**src/hw/rtl/ctab_pkg.sv**
```systemverilog
package ctab_pkg;

    localparam int FUNC_W     = 3;
    localparam int OBJ_W      = 64;
    localparam int TYPE_W     = 8;
    localparam int RIGHTS_W   = 32;
    localparam int SLOT_IDX_W = 6;
    localparam int STATUS_W   = 2;
    localparam int COUNT_W    = 7;

    // stream payload widths, padded to whole bytes
    localparam int IN_DATA_W  = 112;
    localparam int OUT_DATA_W = 24;

    typedef enum logic [FUNC_W-1:0] {
        FN_CLEAR      = 3'd0,
        FN_MINT       = 3'd1,
        FN_CHECK      = 3'd2,
        FN_REVOKE     = 3'd3,
        FN_REVOKE_ALL = 3'd4
    } t_func;

    typedef enum logic [STATUS_W-1:0] {
        ST_OK        = 2'd0,
        ST_FULL      = 2'd1,
        ST_NO_MATCH  = 2'd2,
        ST_NO_RIGHTS = 2'd3
    } t_status;

    typedef enum logic [2:0] {
        S_IDLE,
        S_CLEAR,
        S_MINT,
        S_SCAN,
        S_REVOKE,
        S_FIN
    } t_state;

    typedef struct packed {
        logic [OBJ_W-1:0]    obj;
        logic [TYPE_W-1:0]   typ;
        logic [RIGHTS_W-1:0] rights;
    } t_entry;

    typedef struct packed {
        logic obj_eq;
        logic type_eq;
        logic rights_ok;
    } t_cmp_res;

endpackage

```
**src/hw/rtl/capability_table.sv**
```systemverilog
// capability_table: table of SLOTS capability slots (object, type, rights, valid).
//
// Input stream (s side): one request per handshake. tuser carries the operation
// (clear, mint, check, revoke slot, revoke all for object); tdata carries the
// object, type, rights and slot index. tready is high only while the sequencer
// is idle: one request at a time, the next taken once the result has moved to
// the output register.
// Output stream (m side): exactly one result per request (status, found_slot,
// live_count, revoked_count), held in an output register until taken.
//
// Clear and revoke go from their own state straight to the finish state; mint
// probes one valid bit per cycle and stops at the first free slot; check and
// revoke-all scan the table. The scan reads one slot per cycle from the slot memory
// (registered read) and feeds the single shared compare unit, so its length grows
// with the slot count; a check stops at its first match.
// A request may be accepted while the previous result still waits downstream;
// if the receiver stalls, the finished result holds in the sequencer until the
// output register frees, and no further request is taken meanwhile.
// Reset clears every valid bit and the live count; slot contents stay as they
// are and are read only behind a valid bit.
module capability_table #(
    parameter int SLOTS = 16
) (
    input  logic                               i_clk,
    input  logic                               i_rst_n,
    // request
    input  logic                               i_s_tvalid,
    output logic                               o_s_tready,
    // [63:0] object, [71:64] type, [103:72] cap_rights, [109:104] slot_index
    input  logic [ctab_pkg::IN_DATA_W-1:0]     i_s_tdata,
    // [2:0] func
    input  logic [ctab_pkg::FUNC_W-1:0]        i_s_tuser,
    // result
    output logic                               o_m_tvalid,
    input  logic                               i_m_tready,
    // [1:0] status, [7:2] found_slot, [14:8] live_count, [21:15] revoked_count
    output logic [ctab_pkg::OUT_DATA_W-1:0]    o_m_tdata
);

    localparam int IW = (SLOTS > 1) ? $clog2(SLOTS) : 1;
    localparam int CW = $clog2(SLOTS + 1);
    localparam int CNT_W = ctab_pkg::COUNT_W;

    // request fields
    logic [ctab_pkg::OBJ_W-1:0]      s_obj;
    logic [ctab_pkg::TYPE_W-1:0]     s_type;
    logic [ctab_pkg::RIGHTS_W-1:0]   s_rights;
    logic [ctab_pkg::SLOT_IDX_W-1:0] s_sidx;
    logic                            s_accept;

    assign s_obj    = i_s_tdata[63:0];
    assign s_type   = i_s_tdata[71:64];
    assign s_rights = i_s_tdata[103:72];
    assign s_sidx   = i_s_tdata[109:104];
    assign s_accept = i_s_tvalid && o_s_tready;

    // latched request
    ctab_pkg::t_func                 r_func;
    logic [ctab_pkg::OBJ_W-1:0]      r_obj;
    logic [ctab_pkg::TYPE_W-1:0]     r_type;
    logic [ctab_pkg::RIGHTS_W-1:0]   r_rights;
    logic [ctab_pkg::SLOT_IDX_W-1:0] r_sidx;

    // control state
    ctab_pkg::t_state r_state, n_state;
    logic [SLOTS-1:0] r_valid, n_valid;
    logic [CNT_W-1:0] r_live, n_live;
    logic [CW-1:0]    r_addr, n_addr;
    logic             r_cmp_vld, n_cmp_vld;
    logic [IW-1:0]    r_cmp_idx, n_cmp_idx;
    logic             r_out_vld, n_out_vld;

    // result under construction
    ctab_pkg::t_status r_status, n_status;
    logic [IW-1:0]     r_found, n_found;
    logic [CNT_W-1:0]  r_revoked, n_revoked;
    logic [ctab_pkg::OUT_DATA_W-1:0] r_out_data, n_out_data;

    // slot memory and compare unit
    logic              mem_wr_en;
    logic [IW-1:0]     mem_wr_addr;
    ctab_pkg::t_entry  mem_wr_data;
    logic [IW-1:0]     mem_rd_addr;
    ctab_pkg::t_entry  mem_rd_data;
    ctab_pkg::t_cmp_res cmp_res;

    ctab_mem #(
        .SLOTS(SLOTS)
    ) u_mem (
        .i_clk     (i_clk),
        .i_wr_en   (mem_wr_en),
        .i_wr_addr (mem_wr_addr),
        .i_wr_data (mem_wr_data),
        .i_rd_addr (mem_rd_addr),
        .o_rd_data (mem_rd_data)
    );

    ctab_cmp u_cmp (
        .i_entry  (mem_rd_data),
        .i_obj    (r_obj),
        .i_type   (r_type),
        .i_rights (r_rights),
        .o_res    (cmp_res)
    );

    assign o_s_tready = (r_state == ctab_pkg::S_IDLE);
    assign o_m_tvalid = r_out_vld;
    assign o_m_tdata  = r_out_data;

    always_comb begin
        logic out_free;
        logic issue;
        logic hit;

        n_state    = r_state;
        n_valid    = r_valid;
        n_live     = r_live;
        n_addr     = r_addr;
        n_cmp_vld  = 1'b0;
        n_cmp_idx  = r_cmp_idx;
        n_status   = r_status;
        n_found    = r_found;
        n_revoked  = r_revoked;
        n_out_data = r_out_data;
        n_out_vld  = r_out_vld && !i_m_tready;

        mem_wr_en   = 1'b0;
        mem_wr_addr = r_addr[IW-1:0];
        mem_wr_data = '{obj: r_obj, typ: r_type, rights: r_rights};
        mem_rd_addr = r_addr[IW-1:0];

        out_free = !r_out_vld || i_m_tready;
        issue    = (r_addr != CW'(SLOTS));
        hit      = 1'b0;

        case (r_state)
            ctab_pkg::S_IDLE: begin
                if (s_accept) begin
                    n_addr    = '0;
                    n_found   = '0;
                    n_revoked = '0;
                    n_status  = ctab_pkg::ST_OK;
                    case (ctab_pkg::t_func'(i_s_tuser))
                        ctab_pkg::FN_CLEAR: begin
                            n_state = ctab_pkg::S_CLEAR;
                        end
                        ctab_pkg::FN_MINT: begin
                            n_status = ctab_pkg::ST_FULL;
                            n_state  = ctab_pkg::S_MINT;
                        end
                        ctab_pkg::FN_CHECK: begin
                            n_status = ctab_pkg::ST_NO_MATCH;
                            n_state  = ctab_pkg::S_SCAN;
                        end
                        ctab_pkg::FN_REVOKE: begin
                            n_state = ctab_pkg::S_REVOKE;
                        end
                        ctab_pkg::FN_REVOKE_ALL: begin
                            n_state = ctab_pkg::S_SCAN;
                        end
                        default: begin
                            // unknown operation: report without touching the table
                            n_state = ctab_pkg::S_FIN;
                        end
                    endcase
                end
            end

            ctab_pkg::S_CLEAR: begin
                n_revoked = r_live;
                n_live    = '0;
                n_valid   = '0;
                n_state   = ctab_pkg::S_FIN;
            end

            ctab_pkg::S_REVOKE: begin
                if (({1'b0, r_sidx} < 7'(SLOTS)) && r_valid[r_sidx[IW-1:0]]) begin
                    n_valid[r_sidx[IW-1:0]] = 1'b0;
                    n_live    = r_live - CNT_W'(1);
                    n_revoked = CNT_W'(1);
                end
                n_state = ctab_pkg::S_FIN;
            end

            ctab_pkg::S_MINT: begin
                // probe one valid bit per cycle, lowest first
                if (!issue) begin
                    n_state = ctab_pkg::S_FIN;
                end else if (!r_valid[r_addr[IW-1:0]]) begin
                    mem_wr_en               = 1'b1;
                    n_valid[r_addr[IW-1:0]] = 1'b1;
                    n_live   = r_live + CNT_W'(1);
                    n_found  = r_addr[IW-1:0];
                    n_status = ctab_pkg::ST_OK;
                    n_state  = ctab_pkg::S_FIN;
                end else begin
                    n_addr = r_addr + CW'(1);
                end
            end

            ctab_pkg::S_SCAN: begin
                // issue stage: read the next slot
                if (issue) begin
                    n_cmp_vld = 1'b1;
                    n_cmp_idx = r_addr[IW-1:0];
                    n_addr    = r_addr + CW'(1);
                end
                // compare stage: slot read last cycle
                if (r_cmp_vld) begin
                    hit = r_valid[r_cmp_idx] && cmp_res.obj_eq &&
                          (cmp_res.type_eq || (r_func != ctab_pkg::FN_CHECK));
                end
                if (r_func == ctab_pkg::FN_CHECK) begin
                    if (hit) begin
                        n_found   = r_cmp_idx;
                        n_status  = cmp_res.rights_ok ? ctab_pkg::ST_OK
                                                      : ctab_pkg::ST_NO_RIGHTS;
                        n_cmp_vld = 1'b0;
                        n_state   = ctab_pkg::S_FIN;
                    end else if (!issue) begin
                        n_state = ctab_pkg::S_FIN;
                    end
                end else begin
                    if (hit) begin
                        n_valid[r_cmp_idx] = 1'b0;
                        n_live    = r_live - CNT_W'(1);
                        n_revoked = r_revoked + CNT_W'(1);
                    end
                    if (!issue) begin
                        n_state = ctab_pkg::S_FIN;
                    end
                end
            end

            ctab_pkg::S_FIN: begin
                // hold the result until the output register frees
                if (out_free) begin
                    n_out_vld  = 1'b1;
                    n_out_data = {2'b00, r_revoked, r_live,
                                  ctab_pkg::SLOT_IDX_W'(r_found), r_status};
                    n_state    = ctab_pkg::S_IDLE;
                end
            end

            default: begin
                n_state = ctab_pkg::S_IDLE;
            end
        endcase
    end

    always_ff @(posedge i_clk) begin
        if (!i_rst_n) begin
            r_state   <= ctab_pkg::S_IDLE;
            r_valid   <= '0;
            r_live    <= '0;
            r_cmp_vld <= 1'b0;
            r_out_vld <= 1'b0;
        end else begin
            r_state   <= n_state;
            r_valid   <= n_valid;
            r_live    <= n_live;
            r_cmp_vld <= n_cmp_vld;
            r_out_vld <= n_out_vld;
        end
    end

    always_ff @(posedge i_clk) begin
        r_addr     <= n_addr;
        r_cmp_idx  <= n_cmp_idx;
        r_status   <= n_status;
        r_found    <= n_found;
        r_revoked  <= n_revoked;
        r_out_data <= n_out_data;
        if (s_accept) begin
            r_func   <= ctab_pkg::t_func'(i_s_tuser);
            r_obj    <= s_obj;
            r_type   <= s_type;
            r_rights <= s_rights;
            r_sidx   <= s_sidx;
        end
    end

endmodule

```
**src/hw/rtl/ctab_mem.sv**
```systemverilog
module ctab_mem #(
    parameter int SLOTS = 16
) (
    input  logic                                 i_clk,
    input  logic                                 i_wr_en,
    input  logic [(SLOTS > 1 ? $clog2(SLOTS) : 1)-1:0] i_wr_addr,
    input  ctab_pkg::t_entry                     i_wr_data,
    input  logic [(SLOTS > 1 ? $clog2(SLOTS) : 1)-1:0] i_rd_addr,
    output ctab_pkg::t_entry                     o_rd_data
);

    ctab_pkg::t_entry r_mem [SLOTS];

    always_ff @(posedge i_clk) begin
        if (i_wr_en) begin
            r_mem[i_wr_addr] <= i_wr_data;
        end
    end

    always_ff @(posedge i_clk) begin
        o_rd_data <= r_mem[i_rd_addr];
    end

endmodule

```
**src/hw/rtl/ctab_cmp.sv**
```systemverilog
module ctab_cmp (
    input  ctab_pkg::t_entry                     i_entry,
    input  logic [ctab_pkg::OBJ_W-1:0]           i_obj,
    input  logic [ctab_pkg::TYPE_W-1:0]          i_type,
    input  logic [ctab_pkg::RIGHTS_W-1:0]        i_rights,
    output ctab_pkg::t_cmp_res                   o_res
);

    always_comb begin
        o_res.obj_eq    = (i_entry.obj == i_obj);
        o_res.type_eq   = (i_entry.typ == i_type);
        // every required bit must be granted
        o_res.rights_ok = ((i_entry.rights & i_rights) == i_rights);
    end

endmodule
```
**config.mk**
```make
export PLATFORM = sky130hd
export DESIGN_NAME = capability_table
export DESIGN_NICKNAME = d
export VERILOG_FILES = /design/src/hw/rtl/ctab_pkg.sv /design/src/hw/rtl/capability_table.sv /design/src/hw/rtl/ctab_mem.sv /design/src/hw/rtl/ctab_cmp.sv
export SDC_FILE = /design/constraint.sdc
export NUM_CORES = 2
export LEC_CHECK = 0
export ABC_CLOCK_PERIOD_IN_PS = 11200
export BUFFER_PORTS_ARGS = -buffer_cell sky130_fd_sc_hd__buf_4
export CORE_MARGIN = 8
export CORE_UTILIZATION = 40
export CTS_CLUSTER_DIAMETER = 150
export DETAILED_ROUTE_END_ITERATION = 7
export GPL_TIMING_DRIVEN = 0
export HOLD_SLACK_MARGIN = 0.02
export MAX_ROUTING_LAYER = met4
export PLACE_DENSITY = 0.58
export REMOVE_ABC_BUFFERS = 1
export SYNTH_ARGS = -nofsm -noshare
export SYNTH_HDL_FRONTEND = slang
export SYNTH_SLANG_ARGS = --single-unit
```
**constraint.sdc**
```tcl
create_clock -name i_clk -period 11.2 [get_ports i_clk]
set_input_delay 2.24 -clock i_clk [delete_from_list [all_inputs] [get_ports i_clk]]
set_output_delay 2.24 -clock i_clk [all_outputs]
set_load 0.1 [all_outputs]
```
### Word level (Yosys, flattened, before mapping)

Memory sizes are Yosys's and may differ from the RTL's. A register that Yosys moved wholly into a read port is not among the register bits.
Index checks and enable logic that the tools add are counted.

| cells by class | value |
|---|---|
| add/sub/neg operators | 4 |
| $lt $le $gt $ge | 7 |
| equal/unequal tests | 26 |
| mux-type cells | 69 |
| bitwise logic cells | 6 |
| reductions and logical operators | 27 |

Operators by type and width:

| cell | count |
|---|---|
| two-way mux 16 bit | 5 |
| equality test 64 bit | 1 |
| case mux 16 bit (4 select lines) | 1 |
| two-way mux 7 bit | 9 |
| case mux 7 bit (4 select lines) | 2 |
| bitwise AND 16 bit | 2 |
| bitwise AND 32 bit | 1 |
| equality test 32 bit | 1 |
| NOT 16 bit | 2 |
| two-way mux 3 bit | 7 |
| two-way mux 4 bit | 5 |
| two-way mux 5 bit | 4 |
| two-way mux 1 bit | 18 |
| != test 2 bit, second input constant | 9 |
| OR 16 bit | 1 |
| equality test 3 x 2 -> 1 bit, second input constant | 5 |
| < comparator 4 x 5 -> 1 bit, second input constant | 3 |
| case mux 3 bit (5 select lines) | 1 |
| case mux 5 bit (3 select lines) | 1 |
| adder 7 x 1 -> 7 bit, second input constant | 2 |
| binary-select mux 1 bit (select 4 bit) | 3 |
| demux 1 bit (select 4 bit) | 3 |
| >= comparator 4 x 1 -> 1 bit, second input constant | 3 |
| two-way mux 2 bit | 6 |
| other kinds (25) | 44 |

| storage, ports and cells | value |
|---|---|
| bits in registers | 183 |
| memory bits (writable) | 1664 |
| memories kept | 1 |

Memories:

| name | depth | bits a word | read ports | clocked after Yosys merged registers in | write ports | RTL line | RTL |
|---|---|---|---|---|---|---|---|
| u_mem.r_mem | 16 | 104 | 1 | 1 | 1 | ctab_mem.sv:12 | `ctab_pkg::t_entry r_mem [SLOTS];` |

### Depth between registers and ports, before layout

| depth | value |
|---|---|
| depth in word-level cells | 9 |
| gate-level depth with buffers | 13 |
| depth with buffers taken out | 12 |

### Cells and area by module

A second synthesis with hierarchy kept.

| unflattened totals | value |
|---|---|
| cell total of the unflattened synthesis | 3307 |
| area total of the unflattened synthesis | 72752.3 µm² |

By module, submodules not included:

| module | times used | cells an instance | area an instance (µm²) |
|---|---|---|---|
| ctab_mem | 1 | 2662 | 64257.9 |
| capability_table | 1 | 498 | 7450.9 |
| ctab_cmp | 1 | 147 | 1043.5 |

### Worst setup path after synthesis

Ideal clock, no wire load.

| timing path | value |
|---|---|
| path kind | reg2reg |
| start | register r_addr[1] |
| end | memory u_mem.r_mem[15][0] in the netlist's numbering (enable) |
| data arrival time | 9.065 ns |
| slack | 1.440 ns |
| stages on the path, launching flop included | 9 |
| period minus slack after synthesis | 9.760 ns |
| cells stage by stage | edfxtp_1 > clkbuf_1 > clkbuf_1 > clkbuf_1 > inv_1 > ha_1 > nand4bb_1 > nand2_1 > nor3_1 |

| between the ends | value |
|---|---|
| longest elaborated chain between the ends | 7 |
| elaborated cells between the ends (all ways) | 8 |

Ends and longest elaborated chain:

| item | RTL line | RTL |
|---|---|---|
| from (decl) | capability_table.sv:68 | `logic [CW-1:0] r_addr, n_addr;` |
| from (signal assigned) | capability_table.sv:268 | `r_addr <= n_addr;` |
| binary-select mux 1 bit (select 4 bit) | capability_table.sv:189 | `end else if (!r_valid[r_addr[IW-1:0]]) begin` |
| two-way mux 1 bit (not written as such) | capability_table.sv:189 |  |
| two-way mux 1 bit | capability_table.sv:189 |  |
| two-way mux 1 bit | capability_table.sv:187 | `if (!issue) begin` |
| two-way mux 1 bit | capability_table.sv:136 | `case (r_state)` |
| two-way mux 1 bit | ctab_mem.sv:15 | `if (i_wr_en) begin` |
| two-way mux 1 bit (not written as such) | ctab_mem.sv:16 | `r_mem[i_wr_addr] <= i_wr_data;` |
| to (decl) | ctab_mem.sv:12 |  |

Parallel ways exist; a longest one is shown, timed or not. The select of a mux whose other input is x is not followed.

### Worst setup path in the final report

| timing path | value |
|---|---|
| start | register r_state[1] |
| end | output o_s_tready |

| between the ends | value |
|---|---|
| longest elaborated chain between the ends | 1 |

Ends and longest elaborated chain:

| item | RTL line | RTL |
|---|---|---|
| from (decl) | capability_table.sv:65 | `ctab_pkg::t_state r_state, n_state;` |
| from (signal assigned) | capability_table.sv:253 | `r_state <= ctab_pkg::S_IDLE;` |
| from (signal assigned) | capability_table.sv:259 | `r_state <= n_state;` |
| logical NOT 3 bit | capability_table.sv:106 | `assign o_s_tready = (r_state == ctab_pkg::S_IDLE);` |
| to (decl) | capability_table.sv:28 | `output logic o_s_tready,` |

No other way between the ends.

==> flow_summary.json <==
{
  "run_status": "completed",
  "drc_errors": 0,
  "fin_cells": 6045,
  "post-place-cells": 5678,
  "startpoint_type": "flop",
  "synth_ff_type": "edfxtp_1",
  "die_h_microns": 443.6,
  "clk_pin_slew_ns": 0.06,
  "dieWidth_microns": 443.6,
  "reg2reg_slack_ns": 6.20,
  "finalSetupViolCount": 0,
  "endpoint_kind": "output pin",
  "core_area_sq_um": 182500,
  "rsz0062_at_grt": "false",
  "grt-ovfl-total": 0,
  "dp_hpwl_mm": 98.87,
  "worstSetupStartpoint": "r_state[1]",
  "power_leakage_nw": 27.52,
  "final_core_util_pct": 47.64,
  "placed_area_sq_um": 80700,
  "synth_edf_count": 1819,
  "htreeDepth": 4,
  "rows": 157,
  "postRouteAntennaNets": 0,
  "cts_num_sinks": 1951,
  "antenna_found_initial": 2,
  "finalNetCount": 3620,
  "viasPerCell": 5.493,
  "initial_core_util_pct": 40.08,
  "hold_path.class": "flop to flop",
  "slew_violations": 0,
  "dp_slack_ns": 6.211,
  "ios": 145,
  "required_ns": 8.96,
  "yosysMostFrequentCell": "edfxtp_1",
  "numCtsBuffers": 195,
  "clock-root-buffer": "clkbuf_16",
  "syn2layout_area_growth_pct": 18.85,
  "slew_headroom_pct": 22.43,
  "tns_ns": 0,
  "ys.warnings.count": 0,
  "ys_top_cells_by_area": "edfxtp_1 (75%), mux4_2 (16%), dfxtp_1 (3.6%)",
  "cts_tree": "yes",
  "period_needed_ns": 5.084,
  "ir_drop_uv": 127.7,
  "syn-cell-area_sq_um": 73140,
  "drive_gt1_share_pct": 31.05,
  "layout_setup_ws_ns": 6.116,
  "yosysTopAreaCellShare_pct": 74.68,
  "postSynthCellCount": 3140,
  "drt_pass1_iterations": 5,
  "fillCellCount": 14570,
  "max_stage_delay_ns": 1.01,
  "grt_pass1_vias": 34470,
  "worst_pin_slew_ns": 1.155,
  "yosysTopAreaCell": "edfxtp_1",
  "critPathSlowestCell": "nor3_1",
  "ys_ff_latch": 1951,
  "cts_setup_buffers": 0,
  "grt_use_total_pct": 17.21,
  "yosysUniqueCellTypes": 68,
  "fmax_mhz": 196.7,
  "clock_latency_ns": 0.82,
  "post_cts_resized": 0,
  "io_buffers": 138,
  "gp_congestion": 0.7873,
  "finalHoldViolations": 0,
  "fin_area_sq_um": 86930,
  "cap_violations": 0,
  "critPathKind": "flop to output pin",
  "ctsHoldBuffers": 0,
  "fin_hold_ws_ns": 0.4149,
  "synth_common_cells": "edfxtp_1 (1819), mux4_2 (532), dfxtp_1 (132)",
  "p_per_area_nw_per_um2": 210.5,
  "r2r_start": "r_addr[0]",
  "clock_path_buffers": 3,
  "dieArea_sq_um": 196800,
  "total_power_mw": 18.30,
  "wl_mm": 167.0,
  "worstPathArrival_ns": 2.84,
  "endpoint": "o_s_tready",
  "reg2reg_depth": 12,
  "grt_first_pass_wirelength_mm": 244.8,
  "yosysSeqAreaShare_pct": 78.29,
  "async_flop_share_pct": 0,
  "wl_per_cell_microns": 27.62,
  "fin_crit_sh_pct": 45.39,
  "syn_area_per_cell_sq_um": 23.29,
  "fin_skew_ns": 0.05731,
  "crit_chain": "nor3_1 > buf_4",
  "drtIter0Drc": 3287,
  "grt_max_degree": 41,
  "r2r-end": "u_mem.r_mem[12][25]",
  "num_vias": 33210,
  "path_max_fanout": 27
}
cell usage in the layout, fill, tap and decap left out, types with 7 or more instances in the layout:
cell       instances
mux4_2           532
xor2_1            29
and3_1             7
inv_1             51
clkinv_1          39
buf_16           130
a22oi_1           14
nand3_1           29
nand2b_1          15
nor3_1            15
buf_8             12
o22ai_1           13
nand2_1           49
a21oi_1            9
o2111ai_1          8
o21ai_1            9
nor4_1            14
and3_4            15
xnor2_1           54
nor2_1            36
clkbuf_8          21
buf_6             13
o21ai_0           10
mux2i_1           12
buf_4            139
clkbuf_1          56
nor2b_1            9
bufinv_16          7
edfxtp_1        1819
nand4_1           18
clkbuf_16        198
dfxtp_1          132
ha_1              10
clkinv_2          27
worst min path at each step:
stage | startpoint | endpoint | slack, ns | cells after the start
after detailed placement | r_found[1] | o_m_tdata[3] | 0.41 | 0
final | r_found[1] | o_m_tdata[3] | 0.41 | 0
after global placement | r_found[3] | o_m_tdata[5] | 0.41 | 0
after CTS | r_found[1] | o_m_tdata[3] | 0.42 | 0
after global routing | r_found[1] | o_m_tdata[3] | 0.42 | 0
after floorplan | r_status[0] | o_m_tdata[0] | 0.40 | 0
registers in the layout (all words and copies together), names as in the netlist:
name and cells:
u_mem.r_mem 1664, u_mem.o_rd_data 104, r_obj 64, r_rights 32, o_m_tdata 20, r_valid 16, r_type 8, r_live 7
r_revoked 7, r_sidx 6, r_addr 5, r_cmp_idx 4, r_found 4, r_func 3, r_state 3, r_status 2
o_m_tvalid 1, r_cmp_vld 1
report_power, final:
part / internal, mW / total (mW) / leakage (nW) / switching, mW
Clock: 3.57 / 6.30 / 3.02 / 2.73
Sequential: 8.60 / 9.04 / 17.5 / 0.438
Combinational: 1.60 / 2.97 / 6.98 / 1.36
logic make-up (layout without fill, tap and decap cells):
group | Yosys count | count (layout) | synth area share, %
flops | 1951 | 1951 | 78.29
mux | 547 | 547 | 16.59
simple gates | 226 | 226 | 1.591
buf+inv | 203 | 719 | 1.093
compound gates | 117 | 117 | 1.223
xor+xnor | 83 | 83 | 0.9938
fa+ha+maj | 12 | 12 | 0.2121
other cells | 1 | 5 | 0.005127
layer usage:
metal / GRT usage (%) / part of all wire [%] / vias up / routed length (microns)
met5: - / 0 / - / 0
met4: 3.901 / 1.9 / 0 / 3233
met3: 2.438 / 4.6 / 248 / 7692
met2: 27.11 / 49 / 916 / 81680
met1: 24.13 / 45 / 18020 / 74350
li1: - / - / 14020 / -
worst max-delay path, delay by kind of cell, from the launching register on:
kind                   cells  cell delay (ns)
AND/OR/NAND/NOR            1             1.01
buffers and inverters      1             0.45
flip-flops                 1             0.59
final cells by class:
cell class | count | area, sq um | area share, %
antenna | 1 | 2.502 | 0.002878
clock buffer | 275 | 5454 | 6.274
clock inverter | 91 | 782.0 | 0.8995
inverter | 52 | 195.2 | 0.2245
multi-input combinational | 989 | 15180 | 17.46
sequential | 1951 | 57260 | 65.87
tap | 2385 | 2984 | 3.433
timing repair buffer | 301 | 5074 | 5.836
Power figures use the tool's default switching activity.
